==> src/rtl/lgts_ram.sv <==
// Generic single-port-write, one-read RAM with registered read data.
// No dependencies.
module lgts_ram #(
    parameter int WIDTH = 8,
    parameter int DEPTH = 16
) (
    input  logic                     aclk,
    input  logic                     we,
    input  logic [$clog2(DEPTH)-1:0] waddr,
    input  logic [WIDTH-1:0]         wdata,
    input  logic [$clog2(DEPTH)-1:0] raddr,
    output logic [WIDTH-1:0]         rdata
);
    logic [WIDTH-1:0] mem [DEPTH];

    always_ff @(posedge aclk) begin
        if (we) begin
            mem[waddr] <= wdata;
        end
        rdata <= mem[raddr];
    end
endmodule

==> config.mk <==
export PLATFORM = sky130hd
export DESIGN_NAME = lgts_ram
export DESIGN_NICKNAME = d
export VERILOG_FILES = /design/src/rtl/lgts_ram.sv
export SDC_FILE = /design/constraint.sdc
export NUM_CORES = 1
export LEC_CHECK = 0
export BUFFER_PORTS_ARGS = -buffer_cell sky130_fd_sc_hd__buf_2
export CELL_PAD_IN_SITES_DETAIL_PLACEMENT = 0
export CELL_PAD_IN_SITES_GLOBAL_PLACEMENT = 2
export CORE_UTILIZATION = 52
export CTS_CLUSTER_SIZE = 14
export DETAILED_ROUTE_END_ITERATION = 8
export PLACE_DENSITY = 0.95
export SETUP_SLACK_MARGIN = 0.02
export SKIP_CTS_REPAIR_TIMING = 1
export SLEW_MARGIN = 20
export SYNTH_ARGS = -nofsm -noshare
export SYNTH_HDL_FRONTEND = slang
export SYNTH_SLANG_ARGS = --single-unit
export TNS_END_PERCENT = 30
==> constraint.sdc <==
create_clock -name aclk -period 5.1 [get_ports aclk]
set_input_delay 0.51 -clock aclk [delete_from_list [all_inputs] [get_ports aclk]]
set_output_delay 0.51 -clock aclk [all_outputs]
set_load 0.01 [all_outputs]
==> results of run 1 <==
-- cell type report --
type	count	area [µm²]
Clock inverter	14	158
Multi-Input combinational cell	83	1070
Sequential cell	136	4000
Tap cell	129	161
Fill cell	616	3440
Clock buffer	18	418
Timing Repair Buffer	27	160
-- sequential cells by signal (all words and copies together) (netlist names) --
register  flops
rdata         8
mem         128
-- cell usage after synthesis --
master,n,share of area
and2_1,1,0.0012
a22oi_1,16,0.023
nand2_1,9,0.0066
and2b_1,1,0.0015
nor2b_1,1,0.0012
mux4_2,18,0.079
or3b_2,1,0.0017
clkdlybuf4s25_2,3,0.0058
nor2_1,13,0.0095
nand3b_1,2,0.0029
mux4_1,14,0.071
dfxtp_1,8,0.031
nand2b_1,2,0.0024
buf_2,3,0.0029
nand3_1,1,0.00097
nor3_1,4,0.0039
buf_6,3,0.0066
edfxtp_1,128,0.75
buf_4,1,0.0015
-- path summary, 6_finish.rpt --
check,cells after the start,to
worst max-delay path,5,rdata[5]
worst min-delay path,1,mem[9][4]
worst max register to register,3,rdata[4]
worst min register to register,3,rdata[3]
-- report_power, final --
part           switching [µW]  total (µW)  internal (µW)
Combinational            66.9         114           46.8
Sequential               8.25        1260           1250
Clock                     445        1180            738
-- per-stage QoR --
stage / hold slack (ns) / worst slack, ns / area [µm²]
final: 0.370 / 3.33 / 5970
after global routing: 0.362 / 3.24 / 5970
after CTS: 0.350 / 3.14 / 5950
after detailed placement: 0.664 / 2.60 / 5370
after global placement: 0.654 / 2.52 / 5370
after floorplan: 0.609 / 3.10 / 5150
-- kinds of logic (layout without fill, tap and decap cells) --
group | Yosys count | count (layout)
AOI/OAI and AO/OA | 16 | 16
muxes | 32 | 32
DFF | 136 | 136
buffers and inverters | 10 | 59
and+or+nand+nor | 35 | 35
-- per-layer routing --
| metal | part of all wire | GRT usage |
|---|---|---|
| met5 | 0 | 0 |
| met4 | 0.018 | 0.107 |
| met3 | 0.063 | 0.0566 |
| met2 | 0.49 | 0.322 |
| met1 | 0.43 | 0.314 |
-- placed cells by master (no fill, tap or decap), drive strengths merged --
| cell type | netlist | routed |
|---|---|---|
| nand2b | 2 | 2 |
| nor2 | 13 | 13 |
| clkinv | 0 | 9 |
| bufinv | 0 | 3 |
| dfxtp | 8 | 8 |
| mux4 | 32 | 32 |
| buf | 7 | 27 |
| nand3 | 1 | 1 |
| a22oi | 16 | 16 |
| and2b | 1 | 1 |
| and2 | 1 | 1 |
| clkinvlp | 0 | 2 |
| edfxtp | 128 | 128 |
| nand3b | 2 | 2 |
| nand2 | 9 | 9 |
| nor2b | 1 | 1 |
| clkbuf | 0 | 18 |
| or3b | 1 | 1 |
| nor3 | 4 | 4 |
==> qor.csv, run 1 <==
stage,metric,value,unit
yosys,yosysUniqueCellTypes,19,
placed_design,dp_hpwl,5840,µm
status,outcome,"complete, no violations",
placed_design,place_inst,374,
final_layout,final_nets,283,
final_layout,instances_no_fill,407,
detailed_routing,routed_wirelength,10100,µm
setup_path,timing.rr.start,mem[10][4],
setup_path,worst-path-buf-inv,2,
clock_tree,cts_sinks,136,
floorplan,fp-row-count,35,
sta,setup_viol,0,
clock_tree,cts_max_path_buffers,2,
setup_path,worst_setup_path_start_kind,input pin,
detailed_routing,dr.first_iter.drc_count,165,
global_route,grt_overflow_total,0,
floorplan,coreArea,9420,µm²
pwr,leakage,0.00199,µW
floorplan,die_w,101,µm
setup_path,crit_type,in2reg,
yosys,synthMuxAreaShare,0.150,
floorplan,top_level_ports,26,
sta,clock_skew,0.00721,ns
setup_path,cp_slowest_cell,mux4_1,
sta,max_freq,563,MHz
global_route,grt_first_pass_wirelength,14800,µm
yosys,yosys_warnings,0,
yosys,synth_area,5150,µm²
clock_tree,cts-root-buf,clkbuf_8,
global_route,grt_start_max_net_pins,33,
clock_tree,htreeDepth,4,
setup_path,worst-endpoint-arrival,2.17,ns
setup_path,critical-path-top-delay-family,buffers and inverters,
floorplan,initial_core_util,0.547,
clock_tree,insertion_delay,0.52,ns
min_path,hp-start,wdata[4],
global_route,grt_pass1_vias,2428,
pwr,power_density,428,nW/µm²
sta,fin_tns_setup,0,ns
yosys,yosys.area_share.simple,0.0318,
final_layout,area_growth,16.0,%
sta,rsz0062_at_grt,no,
pwr,p_total,2560,µW
sta,relSlewSlack,0.328,
detailed_routing,vias,2427,
clock_tree,path_clk_slew,0.06,ns
setup_path,worstPathMaxFanout,18,
sta,drv_slew,0,
setup_path,cp_data_required_time,5.50,ns
sta,hold_violations,0,
final_layout,final_util,0.634,
setup_path,critPathMaxStageDelay,0.58,ns
detailed_routing,drtAntennaViolNets,0,
detailed_routing,drc,0,
placed_design,io_buffers,25,
yosys,synth_xor_area_frac,0,
yosys,synth_nets,247,
flow_run,maxCapViolCount,0,
yosys,avgSynthCellArea,22.5,µm²
yosys,synthAdderAreaFrac,0,
sta,period_minus_slack,1.77,ns
yosys,synth-seq-area-share,0.778,
floorplan,dieArea,10300,µm²
setup_path,r2r_slack,3.71,ns
setup_path,startpoint,raddr[0],
clock_tree,cts_tree,done,
final_layout,drive_gt1_frac,0.277,
sta,timing.final.crit_share,0.348,
setup_path,crit_chain,"buf_2, buf_16, mux4_1, a22oi_1, nand2_1",
detailed_routing,wire_per_inst,24.7,µm
sta,worstMarginPinSlew,1.00,ns
detailed_routing,firstDrtPassIters,5,
yosys,synth_seq_cells,136,
min_path,hold_path_class,in2reg,
global_route,antenna_found_initial,0,
detailed_routing,viasPerCell,5.96,
final_layout,antenna-diode-count,0,
global_route,track_usage,0.220,
yosys,synth_compound_area_frac,0.0233,
clock_tree,numCtsBuffers,17,
yosys,syn_inst,229,
setup_path,end_kind,flop,
yosys,synth_top_family_by_area,multiplexers,
placed_design,gp_congestion,0.743,
pwr,ir_drop,0.199,mV
floorplan,die_h,101,µm
Note: power is estimated with default switching activity, not from simulation.
==> run 2: changes to the inputs <==
- ABC_AREA: unset -> 1
- CORE_UTILIZATION: 52 -> 40
- PLACE_DENSITY: 0.95 -> 0.9
- clock period: 5.1 -> 1.7 ns (I/O delays scaled with it)
==> qor.csv, run 2 <==
stage,metric,value,unit,change
setup_path,worst-endpoint-arrival,0.92,ns,was 2.17 ns
sta,drv_slew,0,,unchanged
sta,worstMarginPinSlew,0.404,ns,was 1.00 ns
floorplan,die_w,122,µm,was 101 µm
sta,setup_viol,0,,unchanged
yosys,syn_inst,551,,was 229
setup_path,r2r.worst_path.cells,6,,was 3
setup_path,cp_slowest_cell,dfxtp_1,,was mux4_1
min_path,hold_path_end,rdata[6],,was mem[9][4]
global_route,antenna_found_initial,0,,unchanged
sta,max_freq,914,MHz,
yosys,async_flop_share,0,,unchanged
yosys,synth_ff_type,edfxtp_1,,unchanged
setup_path,timing.rr.start,mem[9][0],,was mem[10][4]
sta,clock_skew,0.0106,ns,was 0.00721 ns
clock_tree,cts_tree,done,,unchanged
min_path,hold_depth,3,,was 1
yosys,yosysUniqueCellTypes,12,,was 19
final_layout,largest_register_ffs,128,,unchanged
sta,timing.final.crit_share,0.644,,
sta,relSlewSlack,0.730,,was 0.328
yosys,avgSynthCellArea,10.5,µm²,was 22.5 µm²
floorplan,initial_core_util,0.412,,was 0.547
min_path,hp-start,raddr[3],,was wdata[4]
sta,hold_violations,0,,unchanged
final_layout,drive_gt1_frac,0.133,,was 0.277
status,outcome,"complete, no violations",,unchanged
detailed_routing,drc,0,,unchanged
final_layout,top_register,mem,,unchanged
final_layout,instances_no_fill,787,,was 407
final_layout,final_nets,612,,was 283
yosys,synth_area,5770,µm²,was 5150 µm²
yosys,synth_area_leaders,"edfxtp_1 67%, nand2_1 11%, nand3_1 8.4%, inv_1 6.5%, dfxtp_1 2.8%",,"was edfxtp_1 75%, mux4_2 7.9%, mux4_1 7.1%, dfxtp_1 3.1%, a22oi_1 2.3%"
setup_path,critical-path-top-delay-family,flip-flops,,was buffers and inverters
setup_path,cp_data_required_time,1.53,ns,was 5.50 ns
yosys,synth_nets,569,,was 247
final_layout,layout_commonest_cell,nand2_1,,was edfxtp_1
flow_run,maxCapViolCount,0,,unchanged
setup_path,crit_type,reg2out,,was in2reg
setup_path,worst_setup_path_start_kind,flop,,was input pin
placed_design,dp_hpwl,8000,µm,was 5840 µm
sta,fin_tns_setup,0,ns,unchanged
setup_path,end_kind,output pin,,was flop
floorplan,top_level_ports,26,,unchanged
setup_path,worstReg2RegEnd,rdata[0],,was rdata[4]
sta,rsz0062_at_grt,no,,unchanged
floorplan,coreArea,14000,µm²,was 9420 µm²
sta,period_minus_slack,1.09,ns,
pwr,p_total,8440,µW,was 2560 µW
global_route,track_usage,0.193,,was 0.220
yosys,synth_commonest_cells,"173 x nand2_1, 128 x edfxtp_1, 100 x inv_1",,"was 128 x edfxtp_1, 18 x mux4_2, 16 x a22oi_1"
final_layout,final_util,0.489,,was 0.634
placed_design,io_buffers,25,,unchanged
setup_path,startpoint,rdata[1],,was raddr[0]
final_layout,mostFrequentLayoutCells,"173 x nand2_1, 128 x edfxtp_1, 100 x inv_1, 97 x nand3_1, 25 x buf_2",,"was 128 x edfxtp_1, 25 x buf_2, 18 x mux4_2, 16 x a22oi_1, 16 x clkbuf_16"
global_route,grt_first_pass_wirelength,20400,µm,was 14800 µm
yosys,synth.largest_area_cell,edfxtp_1,,unchanged
setup_path,critPathMaxStageDelay,0.37,ns,was 0.58 ns
detailed_routing,firstDrtPassIters,4,,was 5
pwr,ir_drop,0.570,mV,was 0.199 mV
yosys,synth-edff-count,128,,unchanged
detailed_routing,dr.first_iter.drc_count,307,,was 165
yosys,yosys_warnings,0,,unchanged
global_route,grt_pass1_vias,3679,,was 2428
placed_design,placed_cell_area,6150,µm²,was 5370 µm²
setup_path,crit_chain,buf_2,,"was buf_2, buf_16, mux4_1, a22oi_1, nand2_1"
global_route,grt_start_max_net_pins,65,,was 33
clock_tree,cts_max_path_buffers,2,,unchanged
final_layout,top_regs,"mem (128), rdata (8)",,unchanged
final_layout,antenna-diode-count,0,,unchanged
clock_tree,htreeDepth,4,,unchanged
detailed_routing,wire_per_inst,16.4,µm,was 24.7 µm
yosys,synthMostInstantiatedCell,nand2_1,,was edfxtp_1
clock_tree,path_clk_slew,0.06,ns,about the same
detailed_routing,routed_wirelength,12900,µm,was 10100 µm
clock_tree,numCtsBuffers,17,,unchanged
floorplan,fp-row-count,43,,was 35
final_layout,area_growth,18.6,%,was 16.0%
clock_tree,insertion_delay,0.42,ns,was 0.52 ns
clock_tree,cts_sinks,136,,unchanged
clock_tree,cts-root-buf,clkbuf_16,,was clkbuf_8
pwr,power_density,1230,nW/µm²,was 428 nW/µm²
detailed_routing,vias,3770,,was 2427
placed_design,place_inst,755,,was 374
detailed_routing,drtAntennaViolNets,0,,unchanged
placed_design,gp_congestion,0.790,,was 0.743
detailed_routing,viasPerCell,4.79,,was 5.96
yosys,synth-seq-area-share,0.694,,was 0.778
setup_path,worstPathMaxFanout,1,,was 18
floorplan,die_h,122,µm,was 101 µm
floorplan,dieArea,14900,µm²,was 10300 µm²
setup_path,r2r_slack,0.68,ns,was 3.71 ns
final_layout,fin_area,6840,µm²,was 5970 µm²
yosys,synth_top_area_frac,0.667,,was 0.747
yosys,synth_seq_cells,136,,unchanged
setup_path,worst-path-buf-inv,1,,was 2
min_path,hold_path_class,in2reg,,unchanged
pwr,leakage,0.00297,µW,was 0.00199 µW
global_route,grt_overflow_total,0,,unchanged
[run 2: changes by cell type after synthesis, sizes merged, moves of 16 or more]
cell   before  now
mux4       32    0
a22oi      16    0
buf         7   24
nand3       1   97
inv         0  102
nand2       9  173
[run 2: area by class of cell]
cell class / count / area, µm²
Timing Repair Buffer: 48 / 323
Clock inverter: 11 / 218
Fill cell: 1219 / 7150
Inverter: 102 / 383
Clock buffer: 21 / 470
Tap cell: 180 / 225
Sequential cell: 136 / 4000
Multi-Input combinational cell: 289 / 1210
[run 2: where the power goes]
group          internal (µW)  leakage, µW  switching, µW  total (µW)
clock network           2870     0.000329           1330        4200
registers               3750      0.00122           27.2        3780
logic                    139      0.00142            327         466
total                   6760      0.00297           1680        8440
[run 2: logic make-up (layout without fill, tap and decap cells)]
| family | after synthesis | count (layout) | share of synthesized area |
|---|---|---|---|
| flip-flops | 136 | 136 | 0.694 |
| AND/OR/NAND/NOR | 289 | 289 | 0.210 |
| buffers and inverters | 126 | 182 | 0.0952 |
[run 2: worst max-delay path by stage]
| stage | slack (ns) | end | cells past startpoint |
|---|---|---|---|
| 5_1_grt | 0.57 | rdata[7] | 1 |
| 2_1_floorplan | 0.58 | mem[10][0] | 2 |
| 3_5_place_dp | 0.38 | rdata[4] | 7 |
| 6_report | 0.61 | rdata[1] | 1 |
| 4_1_cts | 0.57 | rdata[1] | 1 |
| 3_3_place_gp | 0.41 | rdata[7] | 8 |
[run 2: routing by layer]
| metal | vias up | GRT usage | part of all wire |
|---|---|---|---|
| met2 | 91 | 0.306 | 0.48 |
| met5 | - | 0 | 0 |
| li1 | 1861 | - | - |
| met4 | 0 | 0.0633 | 0.013 |
| met1 | 1807 | 0.258 | 0.46 |
| met3 | 11 | 0.0506 | 0.047 |
[run 2: metrics by stage]
step / worst slack [ns] / hold slack [ns]
after floorplan: 0.579 / 0.269
after global placement: 0.408 / 0.548
after detailed placement: 0.377 / 0.544
after CTS: 0.575 / 0.104
after global routing: 0.569 / 0.122
final: 0.605 / 0.123
