<file path="config.mk">
export PLATFORM = sky130hd
export DESIGN_NAME = lgts_div
export DESIGN_NICKNAME = d
export VERILOG_FILES = /design/src/rtl/lgts_pkg.sv /design/src/rtl/lgts_div.sv
export SDC_FILE = /design/constraint.sdc
export NUM_CORES = 1
export LEC_CHECK = 0
export BUFFER_PORTS_ARGS = -buffer_cell sky130_fd_sc_hd__buf_2
export CORE_ASPECT_RATIO = 0.5
export CORE_MARGIN = 4
export CORE_UTILIZATION = 37
export DETAILED_ROUTE_END_ITERATION = 8
export SYNTH_ARGS = -nofsm -noshare
export SYNTH_HDL_FRONTEND = slang
export SYNTH_SLANG_ARGS = --single-unit
export TNS_END_PERCENT = 50
</file>
<file path="constraint.sdc">
create_clock -name aclk -period 3.1 [get_ports aclk]
set_clock_uncertainty 0.15 [all_clocks]
set_input_delay 0 -clock aclk [delete_from_list [all_inputs] [get_ports aclk]]
set_output_delay 0 -clock aclk [all_outputs]
set_load 0.005 [all_outputs]
</file>
<file path="src/rtl/lgts_pkg.sv">
// Package for the LDA Gibbs topic sampler: sizes, widths and shared types.
// No dependencies.
package lgts_pkg;
    localparam int MAX_TOPICS = 64;
    localparam int MAX_VOCAB  = 4096;
    localparam int MAX_DOCS   = 256;
    localparam int MAX_TOKENS = 16384;
    localparam int TW  = $clog2(MAX_TOPICS);
    localparam int VW  = $clog2(MAX_VOCAB);
    localparam int DW  = $clog2(MAX_DOCS);
    localparam int SW  = $clog2(MAX_TOKENS);
    localparam int CW  = 15;
    localparam logic [CW-1:0] CNT_MAX = 15'h7FFF;
    // a,b up to 2^23+2^16, product < 2^47; d up to 2^29
    localparam int AW  = 24;
    localparam int PW  = 48;
    localparam int DDW = 30;
    localparam int WW  = 48;
    localparam int SUMW = 56;

    localparam logic [1:0] REG_TOPICS = 2'd0;
    localparam logic [1:0] REG_VOCAB  = 2'd1;
    localparam logic [1:0] REG_ALPHA  = 2'd2;
    localparam logic [1:0] REG_BETA   = 2'd3;

    typedef struct packed {
        logic          start;
        logic [PW-1:0] num;
        logic [DDW-1:0] den;
    } lgts_div_req_t;
endpackage

</file>
<file path="src/rtl/lgts_div.sv">
// Restoring divider, one quotient bit per cycle.
// Depends on lgts_pkg.
module lgts_div import lgts_pkg::*; (
    input  logic          aclk,
    input  logic          aresetn,
    input  lgts_div_req_t req,
    output logic          done,
    output logic [WW-1:0] quot
);
    localparam int CNTW = $clog2(PW + 1);
    logic [PW-1:0]   q_reg;
    logic [DDW:0]    r_reg;
    logic [DDW-1:0]  d_reg;
    logic [CNTW-1:0] cnt_reg;
    logic            busy_reg, done_reg;
    logic [DDW:0]    trial;

    assign trial = {r_reg[DDW-1:0], q_reg[PW-1]};

    always_ff @(posedge aclk) begin
        if (!aresetn) begin
            busy_reg <= 1'b0;
            done_reg <= 1'b0;
            cnt_reg  <= '0;
        end else begin
            done_reg <= busy_reg && !req.start && (cnt_reg == CNTW'(1));
            if (req.start) begin
                busy_reg <= 1'b1;
                q_reg    <= req.num;
                d_reg    <= req.den;
                r_reg    <= '0;
                cnt_reg  <= CNTW'(PW);
            end else if (busy_reg) begin
                if (trial >= {1'b0, d_reg}) begin
                    r_reg <= trial - {1'b0, d_reg};
                    q_reg <= {q_reg[PW-2:0], 1'b1};
                end else begin
                    r_reg <= trial;
                    q_reg <= {q_reg[PW-2:0], 1'b0};
                end
                cnt_reg <= cnt_reg - 1'b1;
                if (cnt_reg == CNTW'(1)) begin
                    busy_reg <= 1'b0;
                end
            end
        end
    end

    assign done = done_reg;
    assign quot = WW'(q_reg);
endmodule

</file>
==> impl_results.md, run 1 <==
* Largest net degree at the start of global routing at 76
* Clk pwr share at 37.9%
* Grt total ovfl at 0
* Fin crit period at 3010 ps
* Die Y at 99.5 µm
* Worst-path cell chain: ha_2 > and4_4 > nand3_1 > o221a_2 > o211a_4 > o31ai_4 > a21oi_2 > and4_1 > a311o_1
* Relative slew slack at ~58%
* Global-route wire length before repair at 25600 µm
* Detail Route Antenna Nets at 0
* Clk root buf: clkbuf_16
* Pre-Repair DR Iteration Count at 4
* H-tree lvl count at 4
* Drt wl/cell at 15.6 µm
* Final setup violation count at 0
* Clock latency on the worst-skew pair at 410 ps
* Final Power at 0.00515 W
* Total number of vias at 4888
* Die area at 19000 µm²
* Flop pwr share at 38.0%
* Max Slew Vio Count at 0
* Hold Path Class: input pin to flip-flop
* Outcome: finished clean
* RSZ-0062 raised after global routing: true
* Synth unique cells at between 50 and 60
* Worst-path clk slew at 60 ps
* Syn Std Cell Area at 6200 µm²
* Max incr delay on CP at 400 ps
* Inst Count DP at around 880
* Finished Layout Cells at 999
* Peak VDD IR at approximately 0.4 mV
* Met3 Routed Length at 907 µm
* Final hold vios at 0
* Port bufs at 129
* Crit path launch type: flip-flop
* Net Sw Power at 0.00143 W
* Rows at 33
* Clock Path Buffers at 2
* Ratio of cells with drive above 1 in the final layout at 34.8%
* Switching Fraction at about 28%
* Vias in the first global route at 5229
* Cell-internal power at 0.00371 W
* Worst EP arrival at 3020 ps
* Power per Cell Area at 581 nW/µm²
* Worst-Margin Slew at 632 ps
* Iteration-0 DRC Markers at 252
* CTS tree: yes
* DRC at 0
* Setup TNS at 0 ps
* Logic pwr share at 24.1%
* Place WS at -102 ps
* Final worst slack at 90.0 ps
* Cell leakage power at about 3.6 nW
* WL met2 at 7640 µm
* Number of synthesized flops with an enable pin at 108
* Starting density of the core at 37.8%
* Mapped Nets at between 600 and 700
* Max Cap Viol at 0
* Synth Flop Type: edfxtp_1
* Crit end category: flip-flop
* Achievable Freq at 332 MHz
* Clock sinks at 116
* Antenna violations before repair at 2
* Max Used Layer: met4
* HPWL Detailed at 10100 µm
* Syn Inst Count at 521
* GPL Wtd Cong at 0.809
* CP max stage cell: ha_2
* Post-Syn Area per Cell at about 12 µm²
* Number of synthesized register bits at about 120
* Ys async rst share at 0%
* All-layer global routing usage at 16.8%
* DRT met1 WL at between 6000 and 7000 µm
* Required @ worst endpoint at 3110 ps
* Core area at 16400 µm²
* Critical-path maximum fanout at 6
* Yosys Warn Count at 0
* I/O pin count at 130
* Fin nets at 872
* Inserted Clock Buffers at 17
* Final WL at 15600 µm
* Seq/Total Area, Yosys at 54.9%
* WS Path Type: flip-flop to flip-flop
* Largest register FFs at 48
* Period utilisation layout at 97.1%
* Top Family by Delay on Critical Path: compound AO/OA/AOI/OAI gates
* Final Core Density at 54.1%
* Syn-to-layout area delta at 43.0%
* CP Buf/Inv Count at 0
* Vias per cell at 4.89
* Die width at 191 µm
[final cells by class]
type / count / area, µm²
Fill cell: 1443 / 7530
Sequential cell: 116 / 3400
Multi-Input combinational cell: 349 / 2740
Timing Repair Buffer: 234 / 1690
Clock buffer: 20 / 457
Tap cell: 227 / 284
Inverter: 39 / 146
Clock inverter: 12 / 131
Antenna cell: 2 / 5.00
[cells in the final DEF, fill, tap and decap left out, types with 8 or more instances in the layout]
master         netlist  layout
o21ai_0              9       8
buf_4                0      16
dlygate4sd3_1        0      82
nand3_1             11      10
buf_2                4     129
mux2_2              48      48
xor2_1              10      10
dfxtp_1              8       8
nor2_1              24      24
inv_1               39      37
a211oi_1             9       9
ha_1                33      23
a21oi_1             41      37
edfxtp_1           108     108
a21o_1              15      15
xnor2_1             17      17
nand2_1             56      56
clkbuf_16            0      17
[cell usage after synthesis (3+ instances only)]
cell type  instances  share of area, %
a211oi_1           9               1.1
a21boi_0           4              0.48
a21o_1            15               1.8
a21oi_1           41               3.3
a31oi_1            4              0.40
and2_1             4              0.40
and3_1             5              0.50
buf_2              4              0.32
clkbuf_1          12              0.73
dfxtp_1            8               2.6
edfxtp_1         108                52
ha_1              33               6.7
inv_1             39               2.4
mux2_2            48               8.7
nand2_1           56               3.4
nand3_1           11              0.89
nand4_1            5              0.50
nor2_1            24               1.5
nor2b_1            3              0.30
nor4_1             3              0.30
o211ai_1           3              0.36
o21a_1             5              0.61
o21ai_0            9              0.73
o21bai_1           4              0.48
xnor2_1           17               2.4
xor2_1            10               1.4
[power groups by stage]
stage,Combinational (W),Sequential [W],Clock [W]
floorplan,0.000740,0.00197,0
global placement,0.00106,0.00197,0
detailed placement,0.00107,0.00198,0
CTS,0.00116,0.00195,0.00200
global route,0.00138,0.00197,0.00207
finish,0.00124,0.00195,0.00195
[worst paths after layout]
kind	start	to	slack, ps	cells past startpoint
worst max-delay path	r_reg[7]	r_reg[24]	90	9
worst min register to register	cnt_reg[1]	cnt_reg[1]	370	2
worst min-delay path	req[1]	d_reg[1]	150	2
worst max register to register	r_reg[7]	r_reg[24]	90	9
[per-stage QoR]
step / cell area [µm²] / hold slack (ps)
after floorplan: 6200 / -51.1
after global placement: 7240 / 26.5
after detailed placement: 7240 / 28.1
after CTS: 8660 / 122
after global routing: 8860 / 128
final: 8860 / 146
[routing by layer]
layer / vias to the layer above / global-route usage (%)
met5: - / 0
li1: 2409 / -
met4: 0 / 4.19
met2: 114 / 28.4
met3: 8 / 5.40
met1: 2357 / 21.3
[logic make-up after synthesis]
family | count (synthesis) | share of synthesized area [%]
compound gates | 113 | 12.2
xor+xnor | 27 | 3.82
fa+ha+maj | 34 | 6.99
buf+inv | 56 | 3.59
flops | 116 | 54.9
mux | 48 | 8.72
simple gates | 127 | 9.71
[what timing repair did]
action	in CTS	in global routing
pin swaps	6	18
hold buffers	82	0
hold endpoints to repair	86	0
endpoints found under the setup margin	4	28
setup buffers	1	3
gates resized for setup	4	32
Note: power is estimated with default switching activity, not from simulation.
==> run 2: changes to the inputs <==
--- a/config.mk
+++ b/config.mk
@@ -5,11 +5,13 @@
 export SDC_FILE = /design/constraint.sdc
 export NUM_CORES = 1
 export LEC_CHECK = 0
+export ABC_AREA = 0
 export BUFFER_PORTS_ARGS = -buffer_cell sky130_fd_sc_hd__buf_2
 export CORE_ASPECT_RATIO = 0.5
 export CORE_MARGIN = 4
-export CORE_UTILIZATION = 37
+export CORE_UTILIZATION = 50
 export DETAILED_ROUTE_END_ITERATION = 8
+export PLACE_DENSITY = 0.77
 export SYNTH_ARGS = -nofsm -noshare
 export SYNTH_HDL_FRONTEND = slang
 export SYNTH_SLANG_ARGS = --single-unit
==> impl_results.md, run 2 (synthesis results as in run 1) <==
* RSZ-0062 raised after global routing: true
* Worst-Margin Slew at 706 ps (+74.0 ps)
* Top Family by Delay on Critical Path: compound AO/OA/AOI/OAI gates
* Total number of vias at 4997 (+2.2%)
* Worst-path clk slew at 60 ps (about the same)
* Clk root buf: clkbuf_16
* Critical-path maximum fanout at 3 (-3)
* DRC at 0 (unchanged)
* Cell leakage power at 3.73 nW (+2.2%)
* Iteration-0 DRC Markers at 225 (-11%)
* Hold Path Class: input pin to flip-flop
* Switching Fraction at 27.7% (-0.14 points)
* Detail Route Antenna Nets at 0 (unchanged)
* Syn-to-layout area delta at 42.3%
* Reg-to-reg slack, setup at 30 ps (-60 ps)
* Outcome: finished clean
* Flop pwr share at 37.3% (-0.7 points)
* CTS tree: yes
* Net Sw Power at 0.00145 W (+1.1%)
* Achievable Freq at 326 MHz (-1.8%)
* Pre-Repair DR Iteration Count at 5 (+1)
* Global-route wire length before repair at 24600 µm (-4.0%)
* Hold_sp: req[22]
* Power per Cell Area at 593 nW/µm² (+2.1%)
* Worst EP arrival at 3060 ps (+40 ps)
* Fin nets at 887 (+1.7%)
* Final Power at 0.00523 W (+1.6%)
* Worst Hold Depth at 2 (unchanged)
* Grt total ovfl at 0 (unchanged)
* Largest register FFs at 48 (unchanged)
* I/O pin count at 130 (unchanged)
* Worst-path cell chain: inv_2 > ha_1 > inv_2 > fa_2 > a21o_1 > a221oi_2 > o221a_2 > o211a_4 > o31ai_4 > a21oi_2 > buf_4 > o21a_1 > o211ai_1
* Crit path launch type: flip-flop
* Core area at 11900 µm² (-27%)
* Vias in the first global route at 5084 (-2.8%)
* Clock Path Buffers at 2 (unchanged)
* Max Cap Viol at 0 (unchanged)
* HPWL Detailed at 9730 µm (-3.8%)
* Die width at 165 µm (-13%)
* Final setup violation count at 0 (unchanged)
* Clk pwr share at 38.5% (+0.6 points)
* Inserted Clock Buffers at 17 (unchanged)
* Ratio of cells with drive above 1 in the final layout at 34.0% (-0.79 points)
* Relative slew slack at 52.9% (-4.9 points)
* Logic pwr share at 24.2% (about the same)
* WS Path Type: flip-flop to flip-flop
* Peak VDD IR at 0.369 mV (-6.3%)
* Worst r2r src: quot[47]
* Rows at 28 (-15%)
* Max Slew Vio Count at 0 (unchanged)
* CP Buf/Inv Count at 3 (+3)
* Starting density of the core at 51.9% (+14 points)
* RR Endpoint: r_reg[28]
* Die Y at 86.7 µm (-13%)
* Final Core Density at 73.8% (+20 points)
* Most frequent cells in the layout: 129 x buf_2, 108 x edfxtp_1, 87 x dlygate4sd3_1, 56 x nand2_1, 48 x mux2_2
* Largest net degree at the start of global routing at 49 (-36%)
* Die area at 14300 µm² (-25%)
* All-layer global routing usage at 21.7% (+4.9 points)
* Worst R2R Path Depth at 13 (+4)
* Fin crit period at 3070 ps (+56.3 ps)
* CP max stage cell: edfxtp_1
* Crit end category: flip-flop
* GPL Wtd Cong at 0.884 (+9.2%)
* ANT cells at 0 (-2)
* Antenna violations before repair at 0 (-2)
* Final hold vios at 0 (unchanged)
* Vias per cell at 5.26 (+7.5%)
* Final WL at 15300 µm (-1.5%)
* Clock sinks at 116 (unchanged)
* Max incr delay on CP at 410 ps (about the same)
* Most common cell after layout, fill and taps aside: buf_2
* H-tree lvl count at 4 (unchanged)
* Clock latency on the worst-skew pair at 410 ps (about the same)
* Port bufs at 129 (unchanged)
* Cell repeated most along the worst path: inv_2
* Period utilisation layout at 98.9% (+1.8 points)
* Drt wl/cell at 16.1 µm (+3.6%)
* Required @ worst endpoint at 3100 ps (about the same)
* Setup TNS at 0 ps (unchanged)
* Cell-internal power at 0.00378 W (+1.8%)
* Worst hold endpoint: d_reg[22]
[run 2: cell count changes in the layout (fill, tap and decap cells not counted), moves of 4 or more]
cell           previous run  this run
clkinvlp_4                4         0
ha_1                     23        31
ha_4                      6         2
inv_6                     0         4
buf_4                    16        30
buf_6                     4         0
dlygate4sd3_1            82        87
ha_2                      4         0
[run 2: worst max path at each step]
| stage | depth (start not counted) | end | slack [ps] | start |
|---|---|---|---|---|
| floorplan | 12 | r_reg[24] | 30 | quot[47] |
| global placement | 12 | r_reg[24] | 20 | quot[47] |
| detailed placement | 12 | r_reg[24] | -50 | quot[47] |
| CTS | 10 | r_reg[24] | 10 | r_reg[23] |
| global route | 12 | r_reg[24] | -130 | quot[47] |
| finish | 13 | r_reg[28] | 30 | quot[47] |
[run 2: per-stage QoR]
step,worst slack (ps),hold slack [ps],cells,area [µm²]
2_1_floorplan,27.4,-51.1,521,6200
3_3_place_gp,21.9,26.3,825,7210
3_5_place_dp,-54.4,28.1,825,7210
4_1_cts,13.4,129,945,8710
5_1_grt,-126,138,950,8820
6_report,33.7,146,950,8820
[run 2: final cells by class]
class | count | area (µm²)
sequential | 116 | 3400
clock inverter | 14 | 178
inverter | 39 | 146
tap | 165 | 206
timing repair buffer | 249 | 1800
multi-input combinational | 349 | 2660
fill | 803 | 3130
clock buffer | 18 | 429
[run 2: power groups by stage]
| stage | registers (W) | clock network (W) | logic [W] |
|---|---|---|---|
| 6_report | 0.00195 | 0.00201 | 0.00126 |
| 5_1_grt | 0.00197 | 0.00212 | 0.00139 |
| 4_1_cts | 0.00195 | 0.00203 | 0.00119 |
| 3_5_place_dp | 0.00197 | 0 | 0.00108 |
| 3_3_place_gp | 0.00197 | 0 | 0.00105 |
| 2_1_floorplan | 0.00197 | 0 | 0.000740 |
[run 2: routing by layer]
metal | GRT usage (%) | part of all wire (%)
met2 | 35.9 | 48
met4 | 6.89 | 1.2
met3 | 4.99 | 6.4
met5 | 0 | 0
met1 | 28.8 | 44
[run 2: what timing repair did]
item                                   4_1_cts  5_1_grt
gates resized for setup                      3       17
hold buffers                                87        0
buffers inserted                             1        5
pin swaps                                    6        9
setup endpoints to repair                    3       25
endpoints found under the hold margin       86        0
==> run 3: changes to the inputs <==
--- a/config.mk
+++ b/config.mk
@@ -6,12 +6,12 @@
 export NUM_CORES = 1
 export LEC_CHECK = 0
 export ABC_AREA = 0
-export BUFFER_PORTS_ARGS = -buffer_cell sky130_fd_sc_hd__buf_2
 export CORE_ASPECT_RATIO = 0.5
 export CORE_MARGIN = 4
-export CORE_UTILIZATION = 50
+export CORE_UTILIZATION = 58
 export DETAILED_ROUTE_END_ITERATION = 8
-export PLACE_DENSITY = 0.77
+export DONT_BUFFER_PORTS = 1
+export PLACE_DENSITY = 0.76
 export SYNTH_ARGS = -nofsm -noshare
 export SYNTH_HDL_FRONTEND = slang
 export SYNTH_SLANG_ARGS = --single-unit
==> impl_results.md, run 3 (synthesis results as in run 1) <==
* Largest register FFs at 48 (unchanged)
* H-tree lvl count at 4 (unchanged)
* Period utilisation layout at 99.2% (+0.27 points)
* Clk root buf: clkbuf_16
* Starting density of the core at 60.1% (+8.2 points)
* Hold Path Class: input pin to flip-flop
* Most common cell after layout, fill and taps aside: edfxtp_1
* Iteration-0 DRC Markers at 288 (+28%)
* Clock sinks at 116 (unchanged)
* Reg-to-reg slack, setup at 30 ps (about the same)
* Clock latency on the worst-skew pair at 410 ps (about the same)
* Worst hold endpoint: quot[2]
* GPL Wtd Cong at 0.903 (+2.1%)
* Worst EP arrival at 3080 ps (+20 ps)
* Cell leakage power at 3.11 nW (-16%)
* Worst-path cell chain: ha_4 > and4_4 > nand3_1 > o221a_2 > o211a_4 > o31ai_4 > a21oi_2 > and4_1 > a311o_1
* Crit path launch type: flip-flop
* Final worst slack at 25.4 ps (-8.35 ps)
* Port bufs at 0 (-100%)
* Worst R2R Path Depth at 9 (-4)
* Worst-Margin Slew at 707 ps (+1.16 ps)
* Die width at 154 µm (-6.8%)
* GR peak layer: met2
* Worst Hold Depth at 1 (-1)
* Max Cap Viol at 0 (unchanged)
* Max Slew Vio Count at 0 (unchanged)
* Fin nets at 741 (-16%)
* Power per Cell Area at 624 nW/µm² (+5.2%)
* Peak VDD IR at 0.361 mV (-2.0%)
* Crit end category: flip-flop
* Largest net degree at the start of global routing at 81 (+65%)
* WS Path Type: flip-flop to flip-flop
* Final setup violation count at 0 (unchanged)
* Inserted Clock Buffers at 17 (unchanged)
* Place WS at -53.0 ps (+1.38 ps)
* Vias per cell at 5.80 (+10%)
* Hold_sp: aresetn
* Setup TNS at 0 ps (unchanged)
* Met2 usage at 37.8% (+1.9 points)
* Die area at 12500 µm² (-13%)
* Required @ worst endpoint at 3110 ps (about the same)
* Drt wl/cell at 19.0 µm (+18%)
* Outcome: finished clean
* Rows at 26 (-7.1%)
* Clock Path Buffers at 2 (unchanged)
* Max incr delay on CP at 460 ps (+50 ps)
* CP max stage cell: edfxtp_1
* Detail Route Antenna Nets at 0 (unchanged)
* GR met1 Demand/Resource at 29.6% (+0.82 points)
* Global-route wire length before repair at 22600 µm (-8.2%)
* Vias in the first global route at 4508 (-11%)
* Ratio of cells with drive above 1 in the final layout at 21.8% (-12 points)
* Worst-path clk slew at 60 ps (about the same)
* M3 GR Usage at 7.88% (+2.9 points)
* Fin crit period at 3070 ps (+8.35 ps)
* Grt total ovfl at 0 (unchanged)
* Final WL at 14800 µm (-3.4%)
* RSZ-0062 raised after global routing: true
* Critical-path maximum fanout at 6 (+3)
* HPWL Detailed at 9080 µm (-6.6%)
* RR Endpoint: r_reg[24]
* Relative slew slack at 52.9% (-0.077 points)
* CTS tree: yes
* Achievable Freq at 325 MHz (-0.27%)
* I/O pin count at 130 (unchanged)
* CP Buf/Inv Count at 0 (-3)
* Syn-to-layout area delta at 30.1%
* Top Family by Delay on Critical Path: compound AO/OA/AOI/OAI gates
* Final hold vios at 0 (unchanged)
* Antenna violations before repair at 1 (+1)
* Worst r2r src: r_reg[9]
* Core area at 10300 µm² (-14%)
* Die Y at 81.1 µm (-6.5%)
* All-layer global routing usage at 22.9% (+1.2 points)
* Most frequent cells in the layout: 108 x edfxtp_1, 81 x dlygate4sd3_1, 56 x nand2_1, 48 x mux2_2, 38 x a21oi_1
* Pre-Repair DR Iteration Count at 4 (-1)
* Total number of vias at 4522 (-9.5%)
* DRC at 0 (unchanged)
[run 3: final cells by class]
type / count / area, µm²
Antenna cell: 1 / 2.50
Clock buffer: 17 / 425
Clock inverter: 15 / 145
Fill cell: 593 / 2250
Inverter: 39 / 146
Multi-Input combinational cell: 349 / 2750
Sequential cell: 116 / 3400
Tap cell: 140 / 175
Timing Repair Buffer: 103 / 1010
[run 3: stage by stage]
stage	instances	area (µm²)	hold WS [ps]	power (W)	utilization [%]
after floorplan	521	6200	-51.1	0.00271	-
after global placement	659	6430	-51.1	0.00291	62.4
after detailed placement	659	6430	-51.1	0.00293	62.4
after CTS	775	7860	9.02	0.00492	76.2
after global routing	780	8060	29.3	0.00525	78.2
final	780	8060	0.216	0.00503	78.2
[run 3: report_power, final]
group	switching, W	internal, W
logic	0.000614	0.000551
clock network	0.000768	0.00112
registers	0.0000870	0.00188
total	0.00147	0.00356
[run 3: repair_timing]
action | 4_1_cts | 5_1_grt
buffers inserted | 2 | 4
pin swaps | 5 | 14
resized for setup | 0 | 33
hold buffers | 82 | 0
hold endpoints to repair | 126 | 0
setup endpoints to repair | 2 | 27
[run 3: worst max-delay path by stage]
| stage | from | to | slack, ps | depth (start not counted) |
|---|---|---|---|---|
| 3_3_place_gp | quot[47] | r_reg[24] | 20 | 12 |
| 3_5_place_dp | quot[47] | r_reg[24] | -50 | 12 |
| 2_1_floorplan | quot[47] | r_reg[24] | 30 | 12 |
| 6_report | r_reg[9] | r_reg[24] | 30 | 9 |
| 5_1_grt | quot[47] | r_reg[28] | -100 | 13 |
| 4_1_cts | quot[47] | r_reg[24] | 5 | 12 |
[run 3: layer usage]
metal / share of wire (%) / vias to the layer above
met5: 0 / -
met4: 1.1 / 0
met3: 8.9 / 18
met2: 48 / 211
met1: 42 / 2145
li1: - / 2148
